### src/bcc_pkg.sv
// bcc_pkg: shared types, widths and register codes of the balance cascade controller
// no dependencies
package bcc_pkg;

   localparam int GAIN_W   = 26;
   localparam int WDATA_W  = 26;
   localparam int CSR_IDX_W = 3;
   localparam int ACC_W    = 72;
   localparam int DVD_W    = 44;
   localparam int FS_W     = 40;
   localparam int SI_W     = 40;
   localparam int DUTY_W   = 13;

   localparam int OUTPUT_LIMIT_DEF   = 7000;
   localparam int INTEGRAL_LIMIT_DEF = 3000;
   localparam int TILT_LIMIT_DEF     = 50;

   localparam logic [CSR_IDX_W-1:0] REG_UPRIGHT_KP = 3'd0;
   localparam logic [CSR_IDX_W-1:0] REG_UPRIGHT_KD = 3'd1;
   localparam logic [CSR_IDX_W-1:0] REG_SPEED_KP   = 3'd2;
   localparam logic [CSR_IDX_W-1:0] REG_SPEED_KI   = 3'd3;
   localparam logic [CSR_IDX_W-1:0] REG_MID_ANGLE  = 3'd4;
   localparam logic [CSR_IDX_W-1:0] REG_RUN_ENABLE = 3'd5;

   localparam logic [GAIN_W-1:0] UPRIGHT_KP_RST = 26'd19660800;
   localparam logic [GAIN_W-1:0] UPRIGHT_KD_RST = 26'd90440;
   localparam logic [GAIN_W-1:0] SPEED_KP_RST   = 26'd353894;
   localparam logic [GAIN_W-1:0] SPEED_KI_RST   = 26'd1769;

   localparam logic [6:0] DEN_FILTER  = 7'd10;
   localparam logic [6:0] DEN_UPRIGHT = 7'd100;

   // which product the serial multiplier is working on
   localparam logic [1:0] PH_FS_KP   = 2'd0;
   localparam logic [1:0] PH_SI_KI   = 2'd1;
   localparam logic [1:0] PH_ANG_KP  = 2'd2;
   localparam logic [1:0] PH_GYRO_KD = 2'd3;

   typedef enum logic [2:0] {
      ST_IDLE,
      ST_DIV_FILT,
      ST_INTEG,
      ST_MUL,
      ST_SPEED,
      ST_UP_LOAD,
      ST_DIV_UP,
      ST_FINISH
   } state_type;

endpackage

### src/balance_robot_cascade_controller_core.sv
// balance_robot_cascade_controller_core: upright pd plus speed pi cascade for a two-wheel robot
// depends on bcc_pkg (widths, register codes, state type)
//
// channel | ports                     | dir | moves
// req     | req_valid / req_ready     | in  | one sensor item per control tick
// rsp     | rsp_valid / rsp_ready     | out | one motor command item per sensor item
// csr     | csr_we, csr_index, wdata  | in  | gain, balance angle and enable writes
//
// a result is formed in order by a 44-step restoring divide for the speed filter, the
// integral update, four 26-step shift-add products on one shared multiplier, the speed and
// upright load states, a second 44-step divide for the upright scaling, the finish state
// that forms the commands, and the idle state that accepts the next item
// reset is synchronous and clears control state, loop state and configuration registers to defaults
// a finished item waits in the output register; a new item can start meanwhile and
// stalls in its last step until the old item is taken
module balance_robot_cascade_controller_core #(
   parameter int OUTPUT_LIMIT   = bcc_pkg::OUTPUT_LIMIT_DEF,
   parameter int INTEGRAL_LIMIT = bcc_pkg::INTEGRAL_LIMIT_DEF,
   parameter int TILT_LIMIT_DEG = bcc_pkg::TILT_LIMIT_DEF
) (
   input  logic                           clock,
   input  logic                           reset,
   input  logic                           req_valid,
   output logic                           req_ready,
   input  logic signed [15:0]             req_roll_angle,
   input  logic signed [15:0]             req_gyro_rate,
   input  logic signed [15:0]             req_left_count,
   input  logic signed [15:0]             req_right_count,
   input  logic                           req_go_forward,
   input  logic                           req_go_reverse,
   input  logic signed [9:0]              req_turn_offset,
   output logic                           rsp_valid,
   input  logic                           rsp_ready,
   output logic [bcc_pkg::DUTY_W-1:0]     rsp_duty_a,
   output logic [bcc_pkg::DUTY_W-1:0]     rsp_duty_b,
   output logic                           rsp_a_in1,
   output logic                           rsp_a_in2,
   output logic                           rsp_b_in1,
   output logic                           rsp_b_in2,
   output logic                           rsp_fallen,
   input  logic                           csr_we,
   input  logic [bcc_pkg::CSR_IDX_W-1:0]  csr_index,
   input  logic [bcc_pkg::WDATA_W-1:0]    csr_wdata
);

   localparam int ACC_W  = bcc_pkg::ACC_W;
   localparam int DVD_W  = bcc_pkg::DVD_W;
   localparam int GAIN_W = bcc_pkg::GAIN_W;
   // integral bound in q16, and the roll values that mean a tilt
   localparam logic signed [41:0] ILIM = 42'(longint'(INTEGRAL_LIMIT) * 65536);
   localparam int TILT_HI = (TILT_LIMIT_DEG + 1) * 100;
   localparam logic signed [45:0] OLIM = 46'(OUTPUT_LIMIT);

   // configuration registers
   logic [GAIN_W-1:0] ukp_ff, ukd_ff, skp_ff, ski_ff;
   logic signed [15:0] mid_ff;
   logic run_ff;

   always_ff @(posedge clock) begin
      if (reset) begin
         ukp_ff <= bcc_pkg::UPRIGHT_KP_RST;
         ukd_ff <= bcc_pkg::UPRIGHT_KD_RST;
         skp_ff <= bcc_pkg::SPEED_KP_RST;
         ski_ff <= bcc_pkg::SPEED_KI_RST;
         mid_ff <= '0;
         run_ff <= 1'b0;
      end else if (csr_we) begin
         unique case (csr_index)
            bcc_pkg::REG_UPRIGHT_KP: ukp_ff <= csr_wdata;
            bcc_pkg::REG_UPRIGHT_KD: ukd_ff <= csr_wdata;
            bcc_pkg::REG_SPEED_KP:   skp_ff <= csr_wdata;
            bcc_pkg::REG_SPEED_KI:   ski_ff <= csr_wdata;
            bcc_pkg::REG_MID_ANGLE:  mid_ff <= csr_wdata[15:0];
            bcc_pkg::REG_RUN_ENABLE: run_ff <= csr_wdata[0];
            default: ;
         endcase
      end
   end

   bcc_pkg::state_type state_ff, state_in;

   // loop state
   logic signed [bcc_pkg::FS_W-1:0] fs_ff;
   logic signed [bcc_pkg::SI_W-1:0] si_ff;
   logic tilt_ff;
   logic [bcc_pkg::DUTY_W-1:0] hda_ff, hdb_ff;
   logic [3:0] dirs_ff;

   // latched item
   logic signed [15:0] roll_ff, gyro_ff;
   logic signed [9:0] turn_ff;
   logic fwd_ff, rev_ff;

   // shared serial divider and multiplier
   logic [DVD_W-1:0] dvd_ff;
   logic [6:0] rem_ff, den_ff;
   logic neg_ff;
   logic [5:0] cnt_ff;
   logic signed [ACC_W-1:0] acc_ff, mcd_ff;
   logic [GAIN_W-1:0] mpl_ff;
   logic [1:0] ph_ff;
   logic signed [40:0] spd_ff;
   logic signed [44:0] up_ff;

   logic rsp_valid_ff;
   logic [bcc_pkg::DUTY_W-1:0] oda_ff, odb_ff;
   logic [3:0] odirs_ff;
   logic ofall_ff;

   // filter numerator at accept: 3*(l+r)*65536 + 7*fs + 5
   logic signed [DVD_W-1:0] filt_num;
   logic signed [16:0] enc_sum;
   always_comb begin
      enc_sum  = 17'(req_left_count) + 17'(req_right_count);
      filt_num = (DVD_W'(enc_sum) * 44'sd3 <<< 16) + (DVD_W'(fs_ff) <<< 3)
                 - DVD_W'(fs_ff) + 44'sd5;
   end

   // one restoring division step
   logic [7:0] rem_sh;
   logic div_ge;
   logic [6:0] rem_step;
   always_comb begin
      rem_sh   = {rem_ff, dvd_ff[DVD_W-1]};
      div_ge   = rem_sh >= {1'b0, den_ff};
      rem_step = div_ge ? 7'(rem_sh - {1'b0, den_ff}) : rem_sh[6:0];
   end
   logic last_step;
   assign last_step = (cnt_ff == 6'(DVD_W - 1));
   logic mul_last;
   assign mul_last = (cnt_ff == 6'(GAIN_W - 1));

   // filter result once the divide completes, floor for negative numerators
   logic [DVD_W-1:0] q_fin;
   logic [6:0] r_fin;
   logic signed [bcc_pkg::FS_W-1:0] fs_new;
   always_comb begin
      q_fin  = {dvd_ff[DVD_W-2:0], div_ge};
      r_fin  = rem_step;
      fs_new = neg_ff ? -(bcc_pkg::FS_W'(q_fin) + bcc_pkg::FS_W'(r_fin != 7'd0))
                      : bcc_pkg::FS_W'(q_fin);
   end

   // integral update with clamp and clear
   logic signed [41:0] tgt, isum, iclamp;
   always_comb begin
      tgt = fwd_ff ? -42'sd131072000 : (rev_ff ? 42'sd131072000 : 42'sd0);
      isum = 42'(si_ff) + 42'(fs_ff) - tgt;
      if (isum > ILIM) iclamp = ILIM;
      else if (isum < -ILIM) iclamp = -ILIM;
      else iclamp = isum;
   end

   // magnitude of the product sum
   logic signed [ACC_W-1:0] acc_mag;
   assign acc_mag = acc_ff[ACC_W-1] ? -acc_ff : acc_ff;

   // command forming
   logic signed [45:0] csum, left_c, right_c, left_l, right_l;
   logic signed [45:0] left_abs, right_abs;
   logic tilt_now;
   always_comb begin
      csum    = 46'(spd_ff) + 46'(up_ff);
      left_c  = csum + 46'(turn_ff);
      right_c = csum - 46'(turn_ff);
      left_l  = (left_c > OLIM) ? OLIM : ((left_c < -OLIM) ? -OLIM : left_c);
      right_l = (right_c > OLIM) ? OLIM : ((right_c < -OLIM) ? -OLIM : right_c);
      left_abs  = left_l[45] ? -left_l : left_l;
      right_abs = right_l[45] ? -right_l : right_l;
      tilt_now  = (int'(roll_ff) >= TILT_HI) || (int'(roll_ff) <= -TILT_HI);
   end

   logic out_free;
   assign out_free = !rsp_valid_ff || rsp_ready;

   // next state
   always_comb begin
      state_in = state_ff;
      unique case (state_ff)
         bcc_pkg::ST_IDLE:     if (req_valid) state_in = bcc_pkg::ST_DIV_FILT;
         bcc_pkg::ST_DIV_FILT: if (last_step) state_in = bcc_pkg::ST_INTEG;
         bcc_pkg::ST_INTEG:    state_in = bcc_pkg::ST_MUL;
         bcc_pkg::ST_MUL: begin
            if (mul_last && ph_ff == bcc_pkg::PH_SI_KI) state_in = bcc_pkg::ST_SPEED;
            else if (mul_last && ph_ff == bcc_pkg::PH_GYRO_KD)
               state_in = bcc_pkg::ST_UP_LOAD;
         end
         bcc_pkg::ST_SPEED:    state_in = bcc_pkg::ST_MUL;
         bcc_pkg::ST_UP_LOAD:  state_in = bcc_pkg::ST_DIV_UP;
         bcc_pkg::ST_DIV_UP:   if (last_step) state_in = bcc_pkg::ST_FINISH;
         bcc_pkg::ST_FINISH:   if (out_free) state_in = bcc_pkg::ST_IDLE;
         default:              state_in = bcc_pkg::ST_IDLE;
      endcase
   end

   // handshake outputs
   always_comb begin
      req_ready = (state_ff == bcc_pkg::ST_IDLE);
   end

   always_ff @(posedge clock) begin
      if (reset) state_ff <= bcc_pkg::ST_IDLE;
      else state_ff <= state_in;
   end

   // loop state and output register
   always_ff @(posedge clock) begin
      if (reset) begin
         fs_ff <= '0;
         si_ff <= '0;
         tilt_ff <= 1'b0;
         hda_ff <= '0;
         hdb_ff <= '0;
         dirs_ff <= '0;
         rsp_valid_ff <= 1'b0;
      end else begin
         if (state_ff == bcc_pkg::ST_DIV_FILT && last_step) fs_ff <= fs_new;
         if (state_ff == bcc_pkg::ST_INTEG)
            si_ff <= (tilt_ff || !run_ff) ? '0 : bcc_pkg::SI_W'(iclamp);
         if (state_ff == bcc_pkg::ST_FINISH && out_free) begin
            tilt_ff <= tilt_now;
            rsp_valid_ff <= 1'b1;
            if (run_ff && !tilt_now) begin
               hda_ff  <= left_abs[bcc_pkg::DUTY_W-1:0];
               hdb_ff  <= right_abs[bcc_pkg::DUTY_W-1:0];
               dirs_ff <= {right_l > 0, !(right_l > 0), !(left_l > 0), left_l > 0};
            end else if (run_ff) begin
               hda_ff <= '0;
               hdb_ff <= '0;
            end
         end else if (rsp_ready) begin
            rsp_valid_ff <= 1'b0;
         end
      end
   end

   // payload of the result, loaded with the same values the held state takes
   always_ff @(posedge clock) begin
      if (state_ff == bcc_pkg::ST_FINISH && out_free) begin
         ofall_ff <= tilt_now;
         if (run_ff && !tilt_now) begin
            oda_ff   <= left_abs[bcc_pkg::DUTY_W-1:0];
            odb_ff   <= right_abs[bcc_pkg::DUTY_W-1:0];
            odirs_ff <= {right_l > 0, !(right_l > 0), !(left_l > 0), left_l > 0};
         end else if (run_ff) begin
            oda_ff   <= '0;
            odb_ff   <= '0;
            odirs_ff <= dirs_ff;
         end else begin
            oda_ff   <= hda_ff;
            odb_ff   <= hdb_ff;
            odirs_ff <= dirs_ff;
         end
      end
   end

   // datapath: latches, serial divider, serial multiplier
   always_ff @(posedge clock) begin
      case (state_ff)
         bcc_pkg::ST_IDLE: begin
            if (req_valid) begin
               roll_ff <= req_roll_angle;
               gyro_ff <= req_gyro_rate;
               turn_ff <= req_turn_offset;
               fwd_ff  <= req_go_forward;
               rev_ff  <= req_go_reverse;
               neg_ff  <= filt_num[DVD_W-1];
               dvd_ff  <= filt_num[DVD_W-1] ? DVD_W'(-filt_num) : DVD_W'(filt_num);
               rem_ff  <= '0;
               den_ff  <= bcc_pkg::DEN_FILTER;
               cnt_ff  <= '0;
            end
         end
         bcc_pkg::ST_DIV_FILT, bcc_pkg::ST_DIV_UP: begin
            dvd_ff <= {dvd_ff[DVD_W-2:0], div_ge};
            rem_ff <= rem_step;
            cnt_ff <= cnt_ff + 6'd1;
            if (state_ff == bcc_pkg::ST_DIV_UP && last_step)
               up_ff <= neg_ff ? -45'(q_fin) : 45'(q_fin);
         end
         bcc_pkg::ST_INTEG: begin
            acc_ff <= '0;
            mcd_ff <= ACC_W'(fs_ff);
            mpl_ff <= skp_ff;
            ph_ff  <= bcc_pkg::PH_FS_KP;
            cnt_ff <= '0;
         end
         bcc_pkg::ST_MUL: begin
            acc_ff <= acc_ff + (mpl_ff[0] ? mcd_ff : '0);
            cnt_ff <= mul_last ? 6'd0 : cnt_ff + 6'd1;
            if (mul_last && ph_ff == bcc_pkg::PH_FS_KP) begin
               mcd_ff <= ACC_W'(si_ff);
               mpl_ff <= ski_ff;
               ph_ff  <= bcc_pkg::PH_SI_KI;
            end else if (mul_last && ph_ff == bcc_pkg::PH_ANG_KP) begin
               mcd_ff <= ACC_W'(gyro_ff) * 72'sd100;
               mpl_ff <= ukd_ff;
               ph_ff  <= bcc_pkg::PH_GYRO_KD;
            end else begin
               mcd_ff <= mcd_ff <<< 1;
               mpl_ff <= mpl_ff >> 1;
            end
         end
         bcc_pkg::ST_SPEED: begin
            spd_ff <= acc_ff[ACC_W-1] ? -41'(acc_mag[ACC_W-1:32]) : 41'(acc_mag[ACC_W-1:32]);
            acc_ff <= '0;
            mcd_ff <= ACC_W'(17'(roll_ff) - 17'(mid_ff));
            mpl_ff <= ukp_ff;
            ph_ff  <= bcc_pkg::PH_ANG_KP;
            cnt_ff <= '0;
         end
         bcc_pkg::ST_UP_LOAD: begin
            // truncate toward zero: drop 16 bits of the magnitude, then divide by 100
            neg_ff <= acc_ff[ACC_W-1];
            dvd_ff <= acc_mag[DVD_W+15:16];
            rem_ff <= '0;
            den_ff <= bcc_pkg::DEN_UPRIGHT;
            cnt_ff <= '0;
         end
         default: ;
      endcase
   end

   assign rsp_valid  = rsp_valid_ff;
   assign rsp_duty_a = oda_ff;
   assign rsp_duty_b = odb_ff;
   assign rsp_a_in1  = odirs_ff[0];
   assign rsp_a_in2  = odirs_ff[1];
   assign rsp_b_in1  = odirs_ff[2];
   assign rsp_b_in2  = odirs_ff[3];
   assign rsp_fallen = ofall_ff;

`ifndef SYNTH
   a_start: assert property (@(posedge clock) disable iff (reset)
      req_valid && req_ready |=> state_ff == bcc_pkg::ST_DIV_FILT)
      else $error("accepted item did not start the filter divide");
   a_dirs: assert property (@(posedge clock) disable iff (reset)
      $onehot0(dirs_ff[1:0]) && $onehot0(dirs_ff[3:2]))
      else $error("bridge direction bits both high");
   a_fallen_duty: assert property (@(posedge clock) disable iff (reset)
      state_ff == bcc_pkg::ST_FINISH && out_free && run_ff && tilt_now
      |=> hda_ff == '0 && hdb_ff == '0)
      else $error("duty not zeroed on tilt");
   a_busy: assert property (@(posedge clock) disable iff (reset)
      state_ff != bcc_pkg::ST_IDLE |-> !req_ready)
      else $error("item taken while busy");
`endif

endmodule
### config.mk
export PLATFORM = sky130hd
export DESIGN_NAME = balance_robot_cascade_controller_core
export DESIGN_NICKNAME = d
export VERILOG_FILES = /design/src/bcc_pkg.sv /design/src/balance_robot_cascade_controller_core.sv
export SDC_FILE = /design/constraint.sdc
export NUM_CORES = 2
export LEC_CHECK = 0
export ABC_CLOCK_PERIOD_IN_PS = 8800
export BUFFER_PORTS_ARGS = -buffer_cell sky130_fd_sc_hd__buf_2
export CAP_MARGIN = 20
export CORE_UTILIZATION = 58
export CTS_BUF_LIST = sky130_fd_sc_hd__clkbuf_8
export DETAILED_ROUTE_END_ITERATION = 10
export PLACE_DENSITY = 0.78
export SYNTH_ARGS = -nofsm -noshare
export SYNTH_HDL_FRONTEND = slang
export SYNTH_SLANG_ARGS = --single-unit
export TNS_END_PERCENT = 50
### constraint.sdc
create_clock -name clock -period 8.8 [get_ports clock]
set_input_delay 1.76 -clock clock [delete_from_list [all_inputs] [get_ports clock]]
set_output_delay 1.76 -clock clock [all_outputs]
set_load 0.05 [all_outputs]
==> results.md <==
* Ys async rst share at 0%
* Min-delay worst type: reg2reg
* Final setup skew at 75.0 ps
* R2R Setup Slk at 60 ps
* Critical R2R Launch: spd_ff[0]
* Synth area leaders: edfxtp_1, ha_1, dfxtp_1, xnor2_1, a21oi_1
* First-pass GRT wire length at 271,000 um
* WL final at 178,000 um
* Fin area at between 0.06 and 0.07 mm^2
* Ports at 143
* DP HPWL at 136,000 um
* Fill cells at 7,768
* Cell taking the most area after synthesis: edfxtp_1
* Drt drc at 0
* RSZ-0062 raised after global routing: yes
* Gr ovfl total at 0
* Status: completed
* Synthesized area per cell at 8.27 um^2
* Synthesis Warnings at 0
* Initial antenna violation count at 2
* Syn Nets at 7,376
* LEAKAGE at 26.4 nW
* Starting density of the core at 58.8%
* Post-CTS Hold Fix Bufs at 0
* Hold WS at 450 ps
* Crit end category: register
* RR Endpoint: rsp_duty_b[10]
* NumNets Final at between 7,000 and 8,000
* Die Y at 310 um
* Top cell type's share of synthesized area at 21.4%
* Crit path max fanout at 5
* Placed Instances at 8,218
* Worst slack, placed at -585 ps
* CP max stage cell: a2111o_1
* Antenna-violating nets left at 0
* Tmin final at 8740 ps
* Dpl cell area at around 0.06 mm^2
* Worst Tran Pin Value at 1090 ps
* Synth Flop Type: edfxtp_1
* Maxcap violations at 0
* Syn-to-layout area delta at 14.7%
* Register area share after synthesis at 30.0%
* 1st-iter DRT viols at between 5,000 and 6,000
* Clk sink count at about 630
* Tcrit/Tclk final at 99.3%
* Synth Cell Area at 0.0551 mm^2
* Worst Path Required at 9340 ps
* Relative slew slack at between 20% and 30%
* Synth Register Bits at 629
* Crit Path Class: reg2reg
* GPL Wtd Cong at approximately 1.0
* CTS H-tree depth at 3
* Critical Path Max Stage Delay at approximately 450 ps
* Cell-internal power at ~12 mW
* Sequential power share at about 22%
* Yosys cell types at 94
* PortBufs at 142
* EDFF count, synth at 393
* Largest net degree at the start of global routing at 97
* Final slew viol count at 0
* Clock power frac at 13.5%
* Critical Path Source: spd_ff[0]
* Critical Path AT at 9280 ps
* FP Rows at 112
* Combinational Power Share at between 60% and 70%
* Peak VDD IR at 0.366 mV
* Setup TNS Final at 0 ps
* Net Switching at 10.4 mW
* Vias per std cell at 6.22
* Layout cells sized above 1 at a little over an eighth
* Post-synthesis cell count at about 6,700
* Crit path top cell by count: a21o_1
* Worst-path clk slew at around 80 ps
* Setup ws final at about 63 ps
* Endpoints failing hold at 0
* Vias in the first global route at ~49,000
* Worst-Skew Late Latency at 820 ps
* Switching share of total power at a little under half
* Pwr/cell area at 347 mW/mm^2
* Die ar. at 0.0963 mm^2
* CTS Buf Count at 106
* Routed WL per cell at 21.0 um
* Maximum buffer depth of the clock tree at 3
* # setup viols final at 0
* Worst-case reg-to-reg path depth at 41
* Total track usage at a little over a third
* Die width at 310 um
* CP Launch Type: register
* Vias at 52,500
* Final cell count without fillers at 8,446
* CP endpoint: rsp_duty_b[10]
* Core Box Area at between 0.09 and 0.1 mm^2
* Fmax at roughly 110 MHz
* Clock root buffer: clkbuf_8
* TritonCTS clock tree: built
* Drt first pass iters at 6
## worst max-delay path, delay by kind of cell, from the launching register on
kind	cells	cell delay, ps
compound gates	13	3050
simple gates	16	2650
fa+ha+maj	5	1280
buf+inv	4	640
xor+xnor	3	470
flops	1	380
## worst min path at each step
stage                          start         end  slack, ps  cells past startpoint
after floorplan            hda_ff[2]   hda_ff[2]        430                      2
after global placement     hda_ff[1]   hda_ff[1]        440                      2
after detailed placement   hda_ff[7]   hda_ff[7]        440                      2
after CTS                  si_ff[34]   si_ff[34]        450                      2
after global routing      hdb_ff[12]  hdb_ff[12]        460                      2
final                     hdb_ff[12]  hdb_ff[12]        450                      2
## cell usage after synthesis (84+ instances only)
master    instances
nand2_1         733
nor2_1          571
a21oi_1         561
ha_1            526
inv_1           504
edfxtp_1        393
o21ai_0         366
xnor2_1         323
clkbuf_1        253
dfxtp_1         236
nand3_1         183
xor2_1          161
a21o_1          151
nor3_1          131
and2_1          108
a211oi_1         84
## layer usage
| layer | vias to the layer above | global-route usage, % | share of wire [%] |
|---|---|---|---|
| met3 | 487 | 5.36 | 7.9 |
| li1 | 24900 | - | - |
| met4 | 2 | 20.9 | 6.4 |
| met2 | 2313 | 59.7 | 46 |
| met5 | - | 0 | 0.0079 |
| met1 | 24800 | 44.0 | 39 |
## power groups by stage
stage | combinational, mW | sequential [mW] | clock [mW]
2_1_floorplan | 9.29 | 4.55 | 0
3_3_place_gp | 13.2 | 4.86 | 0
3_5_place_dp | 13.4 | 4.88 | 0
4_1_cts | 13.6 | 4.83 | 2.98
5_1_grt | 15.4 | 4.88 | 3.10
6_report | 14.1 | 4.86 | 2.97
## stage by stage
| step | total power [mW] | utilization, % |
|---|---|---|
| floorplan | 13.8 | - |
| global placement | 18.0 | 63.7 |
| detailed placement | 18.3 | 63.7 |
| CTS | 21.4 | 66.4 |
| global route | 23.4 | 67.5 |
| finish | 22.0 | 67.5 |
## sequential cells by signal, summed over array words and instances, names as in the netlist, 26 cells and up
name and flops:
dvd_ff 44, ukp_ff 26, up_ff 45, acc_ff 72
fs_ff 40, mpl_ff 26, ski_ff 26, skp_ff 26
mcd_ff 72, ukd_ff 26, spd_ff 41, si_ff 40
## placed cells by master, fill, tap and decap left out, drive strengths merged, types with 22 or more instances in the layout
| master | instances |
|---|---|
| clkinv | 42 |
| nand4 | 66 |
| o211ai | 59 |
| o221ai | 37 |
| o31ai | 57 |
| fa | 69 |
| clkbuf | 123 |
| a31oi | 69 |
| nor4 | 51 |
| mux2i | 38 |
| nand2b | 63 |
| nor2 | 571 |
| or3 | 58 |
| a211oi | 84 |
| ha | 526 |
| inv | 531 |
| a32o | 33 |
| xor2 | 162 |
| o21ai | 375 |
| a21o | 151 |
| dfxtp | 236 |
| a221oi | 39 |
| nor2b | 82 |
| nor3 | 132 |
| and2 | 108 |
| a22oi | 31 |
| nor3b | 22 |
| nand2 | 734 |
| xnor2 | 323 |
| or2 | 38 |
| edfxtp | 393 |
| o21a | 62 |
| nand3 | 183 |
| and3 | 56 |
| a21oi | 561 |
| buf | 588 |
| o21bai | 62 |
## logic make-up (layout without fill, tap and decap cells)
logic type / after synthesis / in the layout / share of synthesized area, %
adder cells (fa/ha/maj): 595 / 595 / 14.4
AO/OA/AOI/OAI: 1880 / 1880 / 22.2
flip-flops: 629 / 629 / 30.0
multiplexers: 43 / 43 / 0.792
buffers and inverters: 784 / 1302 / 5.37
XOR/XNOR: 485 / 485 / 7.72
AND/OR/NAND/NOR: 2255 / 2255 / 19.5
other: 0 / 3 / 0
## timing repair
action,4_1_cts,5_1_grt
pin swaps,11,69
setup buffers,2,18
endpoints found under the setup margin,23,48
gates cloned,0,0
resized for setup,29,166
## area by class of cell
class | instances | area (um^2) | share of cell area (%)
Clock buffer | 122 | 1680 | 2.65
Tap cell | 1254 | 1570 | 2.48
Multi-Input combinational cell | 5258 | 36700 | 57.9
Inverter | 511 | 1920 | 3.03
Antenna cell | 3 | 7.51 | 0.0119
Clock inverter | 79 | 714 | 1.13
Timing Repair Buffer | 590 | 4190 | 6.63
Sequential cell | 629 | 16500 | 26.1
Power figures use the tool's default switching activity.
